`src/sv/button_click_classifier_unit_assert.svh`:
```
// Assertion macros shared by the button click classifier RTL.
`ifndef BUTTON_CLICK_CLASSIFIER_UNIT_ASSERT_SVH
`define BUTTON_CLICK_CLASSIFIER_UNIT_ASSERT_SVH

// Checked on every rising clk edge outside reset.
`define BCC_ASSERT(label, prop, msg) \
	label: assert property (@(posedge clk) disable iff (!arst_n) prop) else $error(msg);

// Checked on every rising clk edge, reset included.
`define BCC_ASSERT_ALWAYS(label, prop, msg) \
	label: assert property (@(posedge clk) prop) else $error(msg);

`endif

```
`src/sv/bcc_pkg.sv`:
```
// Types, register indexes, reset values and helpers for the button click classifier.
`default_nettype none

package bcc_pkg;

	localparam int unsigned TIME_W  = 32;
	localparam int unsigned CFG_W   = 16;
	localparam int unsigned CFG_IDX_W = 3;

	localparam logic [CFG_IDX_W-1:0] CFG_LONG_MIN      = 3'd0;
	localparam logic [CFG_IDX_W-1:0] CFG_LONG_MAX      = 3'd1;
	localparam logic [CFG_IDX_W-1:0] CFG_SHORT_MIN     = 3'd2;
	localparam logic [CFG_IDX_W-1:0] CFG_SHORT_MAX     = 3'd3;
	localparam logic [CFG_IDX_W-1:0] CFG_NOISE_LIMIT   = 3'd4;
	localparam logic [CFG_IDX_W-1:0] CFG_SELECT_MARGIN = 3'd5;

	localparam logic [CFG_W-1:0] RST_LONG_MIN      = 16'd1100;
	localparam logic [CFG_W-1:0] RST_LONG_MAX      = 16'd2000;
	localparam logic [CFG_W-1:0] RST_SHORT_MIN     = 16'd10;
	localparam logic [CFG_W-1:0] RST_SHORT_MAX     = 16'd200;
	localparam logic [CFG_W-1:0] RST_NOISE_LIMIT   = 16'd2;
	localparam logic [CFG_W-1:0] RST_SELECT_MARGIN = 16'd10;

	typedef enum logic [1:0] {
		CODE_NONE   = 2'd0,
		CODE_LONG   = 2'd1,
		CODE_SELECT = 2'd2,
		CODE_DOUBLE = 2'd3
	} code_t;

	typedef struct packed {
		logic [CFG_W-1:0] long_min;
		logic [CFG_W-1:0] long_max;
		logic [CFG_W-1:0] short_min;
		logic [CFG_W-1:0] short_max;
		logic [CFG_W-1:0] noise_limit;
		logic [CFG_W-1:0] select_margin;
	} cfg_t;

	typedef struct packed {
		logic              for_this_button;
		logic              level;
		logic [TIME_W-1:0] time_ms;
	} item_t;

	typedef struct packed {
		code_t             event_code;
		logic [TIME_W-1:0] interval;
	} result_t;

	// step: classify the staged item; take: receiver pops the result register
	typedef struct packed {
		logic step;
		logic take;
	} ctl_t;

	function automatic logic in_short_window(input logic [TIME_W-1:0] d, input cfg_t cfg);
		return (d >= {{(TIME_W-CFG_W){1'b0}}, cfg.short_min}) &&
			(d <= {{(TIME_W-CFG_W){1'b0}}, cfg.short_max});
	endfunction

endpackage

`default_nettype wire

```
`src/sv/bcc_in_if.sv`:
```
// Valid/ready channel carrying button edge items.
`default_nettype none

interface bcc_in_if
	import bcc_pkg::*;
();
	logic              valid;
	logic              ready;
	logic              for_this_button;
	logic              level;
	logic [TIME_W-1:0] time_ms;

	modport source (output valid, output for_this_button, output level, output time_ms,
		input ready);
	modport sink (input valid, input for_this_button, input level, input time_ms,
		output ready);
endinterface

`default_nettype wire

```
`src/sv/bcc_out_if.sv`:
```
// Valid/ready channel carrying classification result items.
`default_nettype none

interface bcc_out_if
	import bcc_pkg::*;
();
	logic              valid;
	logic              ready;
	logic [1:0]        event_code;
	logic [TIME_W-1:0] interval;

	modport source (output valid, output event_code, output interval, input ready);
	modport sink (input valid, input event_code, input interval, output ready);
endinterface

`default_nettype wire

```
`src/sv/bcc_cfg_regs.sv`:
```
// Configuration register file for the click thresholds.
`default_nettype none

module bcc_cfg_regs
	import bcc_pkg::*;
(
	input  wire logic                 clk,
	input  wire logic                 arst_n,
	input  wire logic                 cfg_we,
	input  wire logic [CFG_IDX_W-1:0] cfg_index,
	input  wire logic [CFG_W-1:0]     cfg_wdata,
	output cfg_t                      cfg
);

	cfg_t cfg_q;

	always_ff @(posedge clk or negedge arst_n) begin
		if (!arst_n) begin
			cfg_q.long_min      <= RST_LONG_MIN;
			cfg_q.long_max      <= RST_LONG_MAX;
			cfg_q.short_min     <= RST_SHORT_MIN;
			cfg_q.short_max     <= RST_SHORT_MAX;
			cfg_q.noise_limit   <= RST_NOISE_LIMIT;
			cfg_q.select_margin <= RST_SELECT_MARGIN;
		end else if (cfg_we) begin
			case (cfg_index)
				CFG_LONG_MIN:      cfg_q.long_min      <= cfg_wdata;
				CFG_LONG_MAX:      cfg_q.long_max      <= cfg_wdata;
				CFG_SHORT_MIN:     cfg_q.short_min     <= cfg_wdata;
				CFG_SHORT_MAX:     cfg_q.short_max     <= cfg_wdata;
				CFG_NOISE_LIMIT:   cfg_q.noise_limit   <= cfg_wdata;
				CFG_SELECT_MARGIN: cfg_q.select_margin <= cfg_wdata;
				default: ;
			endcase
		end
	end

	assign cfg = cfg_q;

endmodule

`default_nettype wire

```
`src/sv/bcc_classify.sv`:
```
// Click phase machine, press/gap classification and result register.
`default_nettype none

module bcc_classify
	import bcc_pkg::*;
(
	input  wire logic    clk,
	input  wire logic    arst_n,
	input  cfg_t         cfg,
	input  ctl_t         ctl,
	input  item_t        item_s1,
	output logic         res_valid_q,
	output result_t      res_q
);

	typedef enum logic [1:0] {
		PH_WAIT_RISE1,
		PH_WAIT_FALL1,
		PH_WAIT_RISE2,
		PH_WAIT_FALL2
	} phase_t;

	phase_t            phase_q, phase_d;
	logic [TIME_W-1:0] rise1_q, fall1_q, rise2_q;
	logic              wr_rise1, wr_fall1, wr_rise2;
	logic [TIME_W-1:0] d_press, d_gap, d_second;
	logic [CFG_W:0]    sel_lo;
	logic [CFG_W-1:0]  sel_hi;
	logic              sel_hi_ok, is_long, is_noise, is_select;
	logic              mine_rise, mine_fall;
	result_t           res_d;

	assign d_press  = item_s1.time_ms - rise1_q;
	assign d_gap    = item_s1.time_ms - fall1_q;
	assign d_second = item_s1.time_ms - rise2_q;

	assign sel_lo    = {1'b0, cfg.short_max} + {1'b0, cfg.select_margin};
	assign sel_hi_ok = cfg.long_min > cfg.select_margin;
	assign sel_hi    = cfg.long_min - cfg.select_margin;

	assign is_long  = (d_press >= {{(TIME_W-CFG_W){1'b0}}, cfg.long_min}) &&
		(d_press <= {{(TIME_W-CFG_W){1'b0}}, cfg.long_max});
	assign is_noise = (d_press != '0) &&
		(d_press <= {{(TIME_W-CFG_W){1'b0}}, cfg.noise_limit});
	assign is_select = sel_hi_ok &&
		(d_press > {{(TIME_W-CFG_W-1){1'b0}}, sel_lo}) &&
		(d_press < {{(TIME_W-CFG_W){1'b0}}, sel_hi});

	assign mine_rise = item_s1.for_this_button && item_s1.level;
	assign mine_fall = item_s1.for_this_button && !item_s1.level;

	always_comb begin
		phase_d        = phase_q;
		wr_rise1       = 1'b0;
		wr_fall1       = 1'b0;
		wr_rise2       = 1'b0;
		res_d.event_code = CODE_NONE;
		res_d.interval = '0;
		case (phase_q)
			PH_WAIT_RISE1: begin
				if (mine_rise) begin
					wr_rise1 = 1'b1;
					phase_d  = PH_WAIT_FALL1;
				end
			end
			PH_WAIT_FALL1: begin
				if (mine_fall) begin
					wr_fall1 = 1'b1;
					if (is_long) begin
						res_d.event_code = CODE_LONG;
						phase_d = PH_WAIT_RISE1;
					end else if (is_noise) begin
						phase_d = PH_WAIT_RISE1;
					end else if (is_select) begin
						res_d.event_code = CODE_SELECT;
						res_d.interval   = d_press;
						phase_d = PH_WAIT_RISE1;
					end else if (in_short_window(d_press, cfg)) begin
						phase_d = PH_WAIT_RISE2;
					end
				end
			end
			PH_WAIT_RISE2: begin
				if (mine_rise) begin
					wr_rise2 = 1'b1;
					phase_d  = in_short_window(d_gap, cfg) ? PH_WAIT_FALL2 : PH_WAIT_RISE1;
				end
			end
			PH_WAIT_FALL2: begin
				if (mine_fall) begin
					if (in_short_window(d_second, cfg))
						res_d.event_code = CODE_DOUBLE;
					phase_d = PH_WAIT_RISE1;
				end
			end
			default: phase_d = PH_WAIT_RISE1;
		endcase
	end

	always_ff @(posedge clk or negedge arst_n) begin
		if (!arst_n) begin
			phase_q     <= PH_WAIT_RISE1;
			rise1_q     <= '0;
			fall1_q     <= '0;
			rise2_q     <= '0;
			res_valid_q <= 1'b0;
			res_q       <= '0;
		end else if (ctl.step) begin
			phase_q     <= phase_d;
			if (wr_rise1)
				rise1_q <= item_s1.time_ms;
			if (wr_fall1)
				fall1_q <= item_s1.time_ms;
			if (wr_rise2)
				rise2_q <= item_s1.time_ms;
			res_valid_q <= 1'b1;
			res_q       <= res_d;
		end else if (ctl.take) begin
			res_valid_q <= 1'b0;
		end
	end

	`include "button_click_classifier_unit_assert.svh"

	`BCC_ASSERT(a_interval_only_select, res_valid_q |-> ((res_q.event_code == CODE_SELECT) == (res_q.interval != '0)), "interval set outside select key")
	`BCC_ASSERT(a_click_ends_sequence, (ctl.step && res_d.event_code != CODE_NONE) |=> (phase_q == PH_WAIT_RISE1), "phase not back to start after a click")
	`BCC_ASSERT(a_foreign_item_ignored, (ctl.step && !item_s1.for_this_button) |=> ($stable(phase_q) && $stable(rise1_q) && $stable(fall1_q)), "foreign item changed state")

endmodule

`default_nettype wire

```
`src/sv/button_click_classifier_unit.sv`:
```
// Top level of the button click classifier: input stage, config registers, classifier.
//
// Usage:
//   btn_in carries one button edge item (for_this_button, level, time_ms) per
//   valid/ready handshake; cls_out returns exactly one result item (event_code,
//   interval) for every accepted input item, in order.
//   The cfg_* port writes one of six 16-bit threshold registers per cycle with
//   cfg_we high; write only while no item is in flight.
// Flow: an accepted item is held in the input register and classified into the
//   result register when that register is empty or being taken; cls_out.valid
//   rises with the loaded result, which can then be taken.
// Throughput: one item per cycle while cls_out.ready is high; the
//   subtract-and-compare classification sits between the input register and the
//   result register, so phase state is current for every following item.
// Stall: when cls_out.ready is low the result register holds, the input
//   register fills, and btn_in.ready drops once both are occupied.
// Reset: arst_n low clears both pipeline valids, returns the phase machine to
//   waiting for a first press and loads the default thresholds.
`default_nettype none

module button_click_classifier_unit
	import bcc_pkg::*;
(
	input  wire logic                 clk,
	input  wire logic                 arst_n,
	input  wire logic                 cfg_we,
	input  wire logic [CFG_IDX_W-1:0] cfg_index,
	input  wire logic [CFG_W-1:0]     cfg_wdata,
	bcc_in_if.sink                    btn_in,
	bcc_out_if.source                 cls_out
);

	cfg_t    cfg;
	ctl_t    ctl;
	logic    valid_s1;
	item_t   item_s1;
	logic    res_load;
	logic    res_valid_q;
	result_t res_q;

	assign res_load   = !res_valid_q || cls_out.ready;
	assign ctl.step   = valid_s1 && res_load;
	assign ctl.take   = res_valid_q && cls_out.ready;
	assign btn_in.ready = !valid_s1 || res_load;

	always_ff @(posedge clk or negedge arst_n) begin
		if (!arst_n)
			valid_s1 <= 1'b0;
		else if (btn_in.ready)
			valid_s1 <= btn_in.valid;
	end

	always_ff @(posedge clk) begin
		if (btn_in.valid && btn_in.ready) begin
			item_s1.for_this_button <= btn_in.for_this_button;
			item_s1.level           <= btn_in.level;
			item_s1.time_ms         <= btn_in.time_ms;
		end
	end

	bcc_cfg_regs u_cfg (
		.clk       (clk),
		.arst_n    (arst_n),
		.cfg_we    (cfg_we),
		.cfg_index (cfg_index),
		.cfg_wdata (cfg_wdata),
		.cfg       (cfg)
	);

	bcc_classify u_classify (
		.clk         (clk),
		.arst_n      (arst_n),
		.cfg         (cfg),
		.ctl         (ctl),
		.item_s1     (item_s1),
		.res_valid_q (res_valid_q),
		.res_q       (res_q)
	);

	assign cls_out.valid      = res_valid_q;
	assign cls_out.event_code = res_q.event_code;
	assign cls_out.interval   = res_q.interval;

	`include "button_click_classifier_unit_assert.svh"

	`BCC_ASSERT_ALWAYS(a_reset_quiet, !arst_n |-> (!valid_s1 && !cls_out.valid), "pipeline valid during reset")
	`BCC_ASSERT(a_stalled_stage_holds, (valid_s1 && !res_load) |=> valid_s1, "staged item lost under stall")
	`BCC_ASSERT(a_empty_stage_ready, !valid_s1 |-> btn_in.ready, "input blocked with empty stage")

endmodule

`default_nettype wire
```
`src/flat_wrapper.sv`:
```
// flat-port wrapper written by rule: the top's interface ports become plain ports
module button_click_classifier_unit_flat import bcc_pkg::*;
  (clk, arst_n, cfg_we, cfg_index, cfg_wdata, btn_in_valid, btn_in_for_this_button, btn_in_level, btn_in_time_ms, btn_in_ready, cls_out_valid, cls_out_event_code, cls_out_interval, cls_out_ready);
  bcc_in_if btn_in_i ();
  bcc_out_if cls_out_i ();
  input  wire logic clk;
  input  wire logic arst_n;
  input  wire logic cfg_we;
  input  wire logic [CFG_IDX_W-1:0] cfg_index;
  input  wire logic [CFG_W-1:0] cfg_wdata;
  input wire logic [$bits(btn_in_i.valid)-1:0] btn_in_valid;
  input wire logic [$bits(btn_in_i.for_this_button)-1:0] btn_in_for_this_button;
  input wire logic [$bits(btn_in_i.level)-1:0] btn_in_level;
  input wire logic [$bits(btn_in_i.time_ms)-1:0] btn_in_time_ms;
  output wire logic [$bits(btn_in_i.ready)-1:0] btn_in_ready;
  output wire logic [$bits(cls_out_i.valid)-1:0] cls_out_valid;
  output wire logic [$bits(cls_out_i.event_code)-1:0] cls_out_event_code;
  output wire logic [$bits(cls_out_i.interval)-1:0] cls_out_interval;
  input wire logic [$bits(cls_out_i.ready)-1:0] cls_out_ready;
  assign btn_in_i.valid = btn_in_valid;
  assign btn_in_i.for_this_button = btn_in_for_this_button;
  assign btn_in_i.level = btn_in_level;
  assign btn_in_i.time_ms = btn_in_time_ms;
  assign btn_in_ready = btn_in_i.ready;
  assign cls_out_valid = cls_out_i.valid;
  assign cls_out_event_code = cls_out_i.event_code;
  assign cls_out_interval = cls_out_i.interval;
  assign cls_out_i.ready = cls_out_ready;
  button_click_classifier_unit u_core (.clk(clk), .arst_n(arst_n), .cfg_we(cfg_we), .cfg_index(cfg_index), .cfg_wdata(cfg_wdata), .btn_in(btn_in_i), .cls_out(cls_out_i));
endmodule
```
`config.mk`:
```
export PLATFORM = sky130hd
export DESIGN_NAME = button_click_classifier_unit_flat
export DESIGN_NICKNAME = d
export VERILOG_FILES = /design/src/sv/bcc_pkg.sv /design/src/sv/bcc_in_if.sv /design/src/sv/bcc_out_if.sv /design/src/sv/bcc_cfg_regs.sv /design/src/sv/bcc_classify.sv /design/src/sv/button_click_classifier_unit.sv /design/src/flat_wrapper.sv
export VERILOG_INCLUDE_DIRS = /design/src /design/src/sv
export SDC_FILE = /design/constraint.sdc
export NUM_CORES = 1
export LEC_CHECK = 0
export BUFFER_PORTS_ARGS = -buffer_cell sky130_fd_sc_hd__clkbuf_2
export CORE_MARGIN = 10
export CORE_UTILIZATION = 57
export DETAILED_ROUTE_END_ITERATION = 8
export GPL_TIMING_DRIVEN = 0
export PLACE_DENSITY = 0.78
export SYNTH_ARGS = -nofsm -noshare
export SYNTH_HDL_FRONTEND = slang
export SYNTH_SLANG_ARGS = --single-unit
```
`constraint.sdc`:
```
create_clock -name clk -period 4.5 [get_ports clk]
set_clock_uncertainty 0.15 [all_clocks]
set_input_delay 0.9 -clock clk [delete_from_list [all_inputs] [get_ports clk]]
set_output_delay 0.9 -clock clk [all_outputs]
set_load 0.005 [all_outputs]
```
==> metrics.txt <==
run status=finished with violations; failing checks=negative setup slack; Final Hold Vio Count=0; cts bufs inserted=34; HP Class=in2async; initial DRC count=1,120; vias in the first global route=18,600; Remaining DRCs=0; gr usage total=0.256; Max Cap Violations=0; post-synthesis sequential area ratio=0.329; ys flop type=dfrtp_1; FF-to-FF Start=u_core.item_s1[0]; fmax=198 MHz; CTS tree=yes; Hold Buf Count CTS=0; Yosys top cell area share=0.257; # IOs=94; clock root cell=clkbuf_16; syn nets=2,630; crit-path max FO=4; reg2reg setup slack=-0.55 ns; Core Util, Final=0.677; R2R depth=24; initial antenna violation count=0; DR WL/cell=19.4 um; footprint of the multi-input gates=0.0134 mm2; Synth cell types=91; vias per inst=6.12; vias=18,100; Area contributors post-synth=dfrtp_1, ha_1, edfxtp_1, o21ai_0, inv_1; initial core utilization=0.579; share of cells above drive strength 1=0.183; post-DP HPWL=43.1 mm; setup ws final=-0.553 ns; Slew Viols, Final=0; design area=0.0241 mm2; Setup TNS=-8.12 ns; GRT Max-Usage Layer=met2; Die ar.=0.0442 mm2; YS warnings=0; I/O Buffers=93; largest net degree at the start of global routing=94; RR Endpoint=u_core.u_classify.res_q[32]; Placed Area=0.0218 mm2; fin cells=2,954; Pwr Total=20.2 mW; Post-Route WL=57.3 mm; GRT met1 Usage=0.310; Async SR Flop Fraction=0.871; gpl congestion=0.962; CP arrival=5.37 ns; dpl cells=2,824; M3 GR Usage=0.0359; CP Capture Type=flip-flop; core area=0.0357 mm2; Worst-Skew Late Latency=0.55 ns; worst vdd ir=0.403 mV; CTS sink cnt=264; TritonRoute pass-1 iters=5; final setup fails=20; #FFs+latches synth=264; Clock Pin Slew Worst Setup and Hold Paths=0.06 ns; Die W=210 um; Post-synth EDFFs=34; fin nets=2,831; Final ANT Viol Nets=0; LEAKAGE=11.3 nW; Layout fillers=2,697; Ant. Diodes=0; startpoint types=flip-flop; Bufs on Longest Clock Path=3; Period minus WS final=5.05 ns; slew margin rel.=0.213; die height=210 um; grt ovf=0; RSZ-0062 raised after global routing=true; Post-Synthesis Cells=2,268; H-Tree Depth=2; # rows=69; met2 track demand over resource=0.445; period utilisation layout=1.12; critical setup path kind=reg2reg; Reg area=0.00680 mm2; first-pass GRT wire length=92.5 mm; power density over the cells=837 mW/mm2; Synth Area per Inst=9.10 um2; area leader, netlist=dfrtp_1; Crit path required time=4.82 ns; cell area after synthesis=0.0206 mm2; Slew @ Worst Pin=1.17 ns; Layout area overhead=17.0%
[cells by family after synthesis]
logic type | Yosys count | share of synthesized area
flops | 264 | 0.329
simple gates | 574 | 0.141
fa+ha+maj | 305 | 0.187
mux | 87 | 0.0467
xor+xnor | 74 | 0.0318
compound gates | 662 | 0.208
buf+inv | 302 | 0.0561
[through the flow]
| step | worst slack [ns] | hold slack [ns] |
|---|---|---|
| final | -0.553 | 0.166 |
| after global routing | -0.722 | 0.190 |
| after CTS | -0.408 | 0.172 |
| after detailed placement | -1.13 | 0.321 |
| after global placement | -2.24 | 0.318 |
| after floorplan | -0.00270 | 0.306 |
[where the power goes]
| part | switching, mW | leakage [nW] | internal [mW] |
|---|---|---|---|
| Clock | 1.08 | 0.538 | 1.67 |
| Combinational | 8.01 | 7.68 | 6.02 |
| Sequential | 0.326 | 3.11 | 3.09 |
| Total | 9.42 | 11.3 | 10.8 |
[synthesized netlist by cell type, types with 45 or more instances]
cell,number
nand4_1,51
dfrtp_1,212
inv_1,244
a21o_1,79
nand3_1,45
mux2_2,74
o21ai_0,192
clkbuf_1,45
nand2_1,208
ha_1,299
nor2_1,67
a21oi_1,148
[critical path: stages, from the launching register on]
cell and delay [ns]:
edfxtp_1 0.41, inv_2 0.12, buf_4 0.13, ha_4 0.14
inv_2 0.04, fa_2 0.38, a21o_1 0.22, a21oi_4 0.18
o21ai_4 0.07, a21o_1 0.16, a21o_1 0.17, nand3_2 0.09
nand2_2 0.06, a21o_1 0.17, a21oi_2 0.18, xnor2_2 0.13
ha_1 0.29, nand4_1 0.14, or3_4 0.36, o21a_1 0.23
a2111oi_2 0.28, nand4_1 0.24, a2111oi_4 0.25, nand4_1 0.26
nand3_1 0.13
[sequential cells by signal (all words and copies together), names as in the netlist]
| name | flops |
|---|---|
| u_core.u_classify.fall1_q | 32 |
| u_core.u_cfg.cfg | 96 |
| u_core.valid_s1 | 1 |
| u_core.item_s1 | 34 |
| u_core.u_classify.rise2_q | 32 |
| u_core.u_classify.phase_q | 2 |
| u_core.u_classify.res_valid_q | 1 |
| u_core.u_classify.rise1_q | 32 |
| u_core.u_classify.res_q | 34 |
[routing by layer]
metal	up-vias	share of wire
met1	8716	0.42
li1	8629	-
met5	-	0
met3	132	0.058
met2	589	0.49
met4	0	0.040
[what timing repair did]
item                                    CTS  global route
resized for setup                        88            53
buffers inserted                         50            19
cloned                                    1             0
endpoints found under the setup margin   20            20
pin swaps                                63            54
[worst max-delay path by stage]
| stage | startpoint | end | depth (start not counted) |
|---|---|---|---|
| floorplan | u_core.item_s1[0] | u_core.u_classify.phase_q[0] | 25 |
| global placement | arst_n | u_core.u_cfg.cfg[16] | 1 |
| detailed placement | u_core.item_s1[0] | u_core.u_classify.phase_q[0] | 25 |
| CTS | u_core.item_s1[0] | u_core.u_classify.phase_q[0] | 26 |
| global route | u_core.item_s1[0] | u_core.u_classify.phase_q[0] | 26 |
| finish | u_core.item_s1[0] | u_core.u_classify.res_q[32] | 24 |
[area by class of cell]
| type | count | area share |
|---|---|---|
| Timing Repair Buffer | 165 | 0.0469 |
| Clock buffer | 48 | 0.0400 |
| Inverter | 245 | 0.0383 |
| Multi-Input combinational cell | 1702 | 0.553 |
| Buffer | 57 | 0.00990 |
| Tap cell | 461 | 0.0239 |
| Clock inverter | 12 | 0.00622 |
| Sequential cell | 264 | 0.282 |
[layout by cell type (no fill, tap or decap), types with 7 or more instances in the layout]
master       n
clkbuf_2    92
nor4_1       7
xnor2_2      7
nand4_1     51
mux2_2      73
a22o_1      17
a21oi_1    129
o21a_1      32
a21oi_2     19
inv_1      238
nor3_1      29
o21ai_2     11
o211ai_1    17
o21bai_1    20
edfxtp_1    34
o21ai_1     15
o21ai_0    179
a31oi_1     17
and2_1      32
ha_4         9
a21o_1      79
o22ai_1     13
dfstp_2     18
ha_1       286
and3_1      16
mux2i_1     12
nor2b_1     27
nor2_1      63
dfrtp_1    211
nand2_1    205
nand2b_1    32
xor2_1      27
clkbuf_1    54
buf_4       63
nand3_1     44
clkbuf_16   35
xnor2_1     34
or3_1        8
a211oi_1    21
Power figures use the tool's default switching activity.
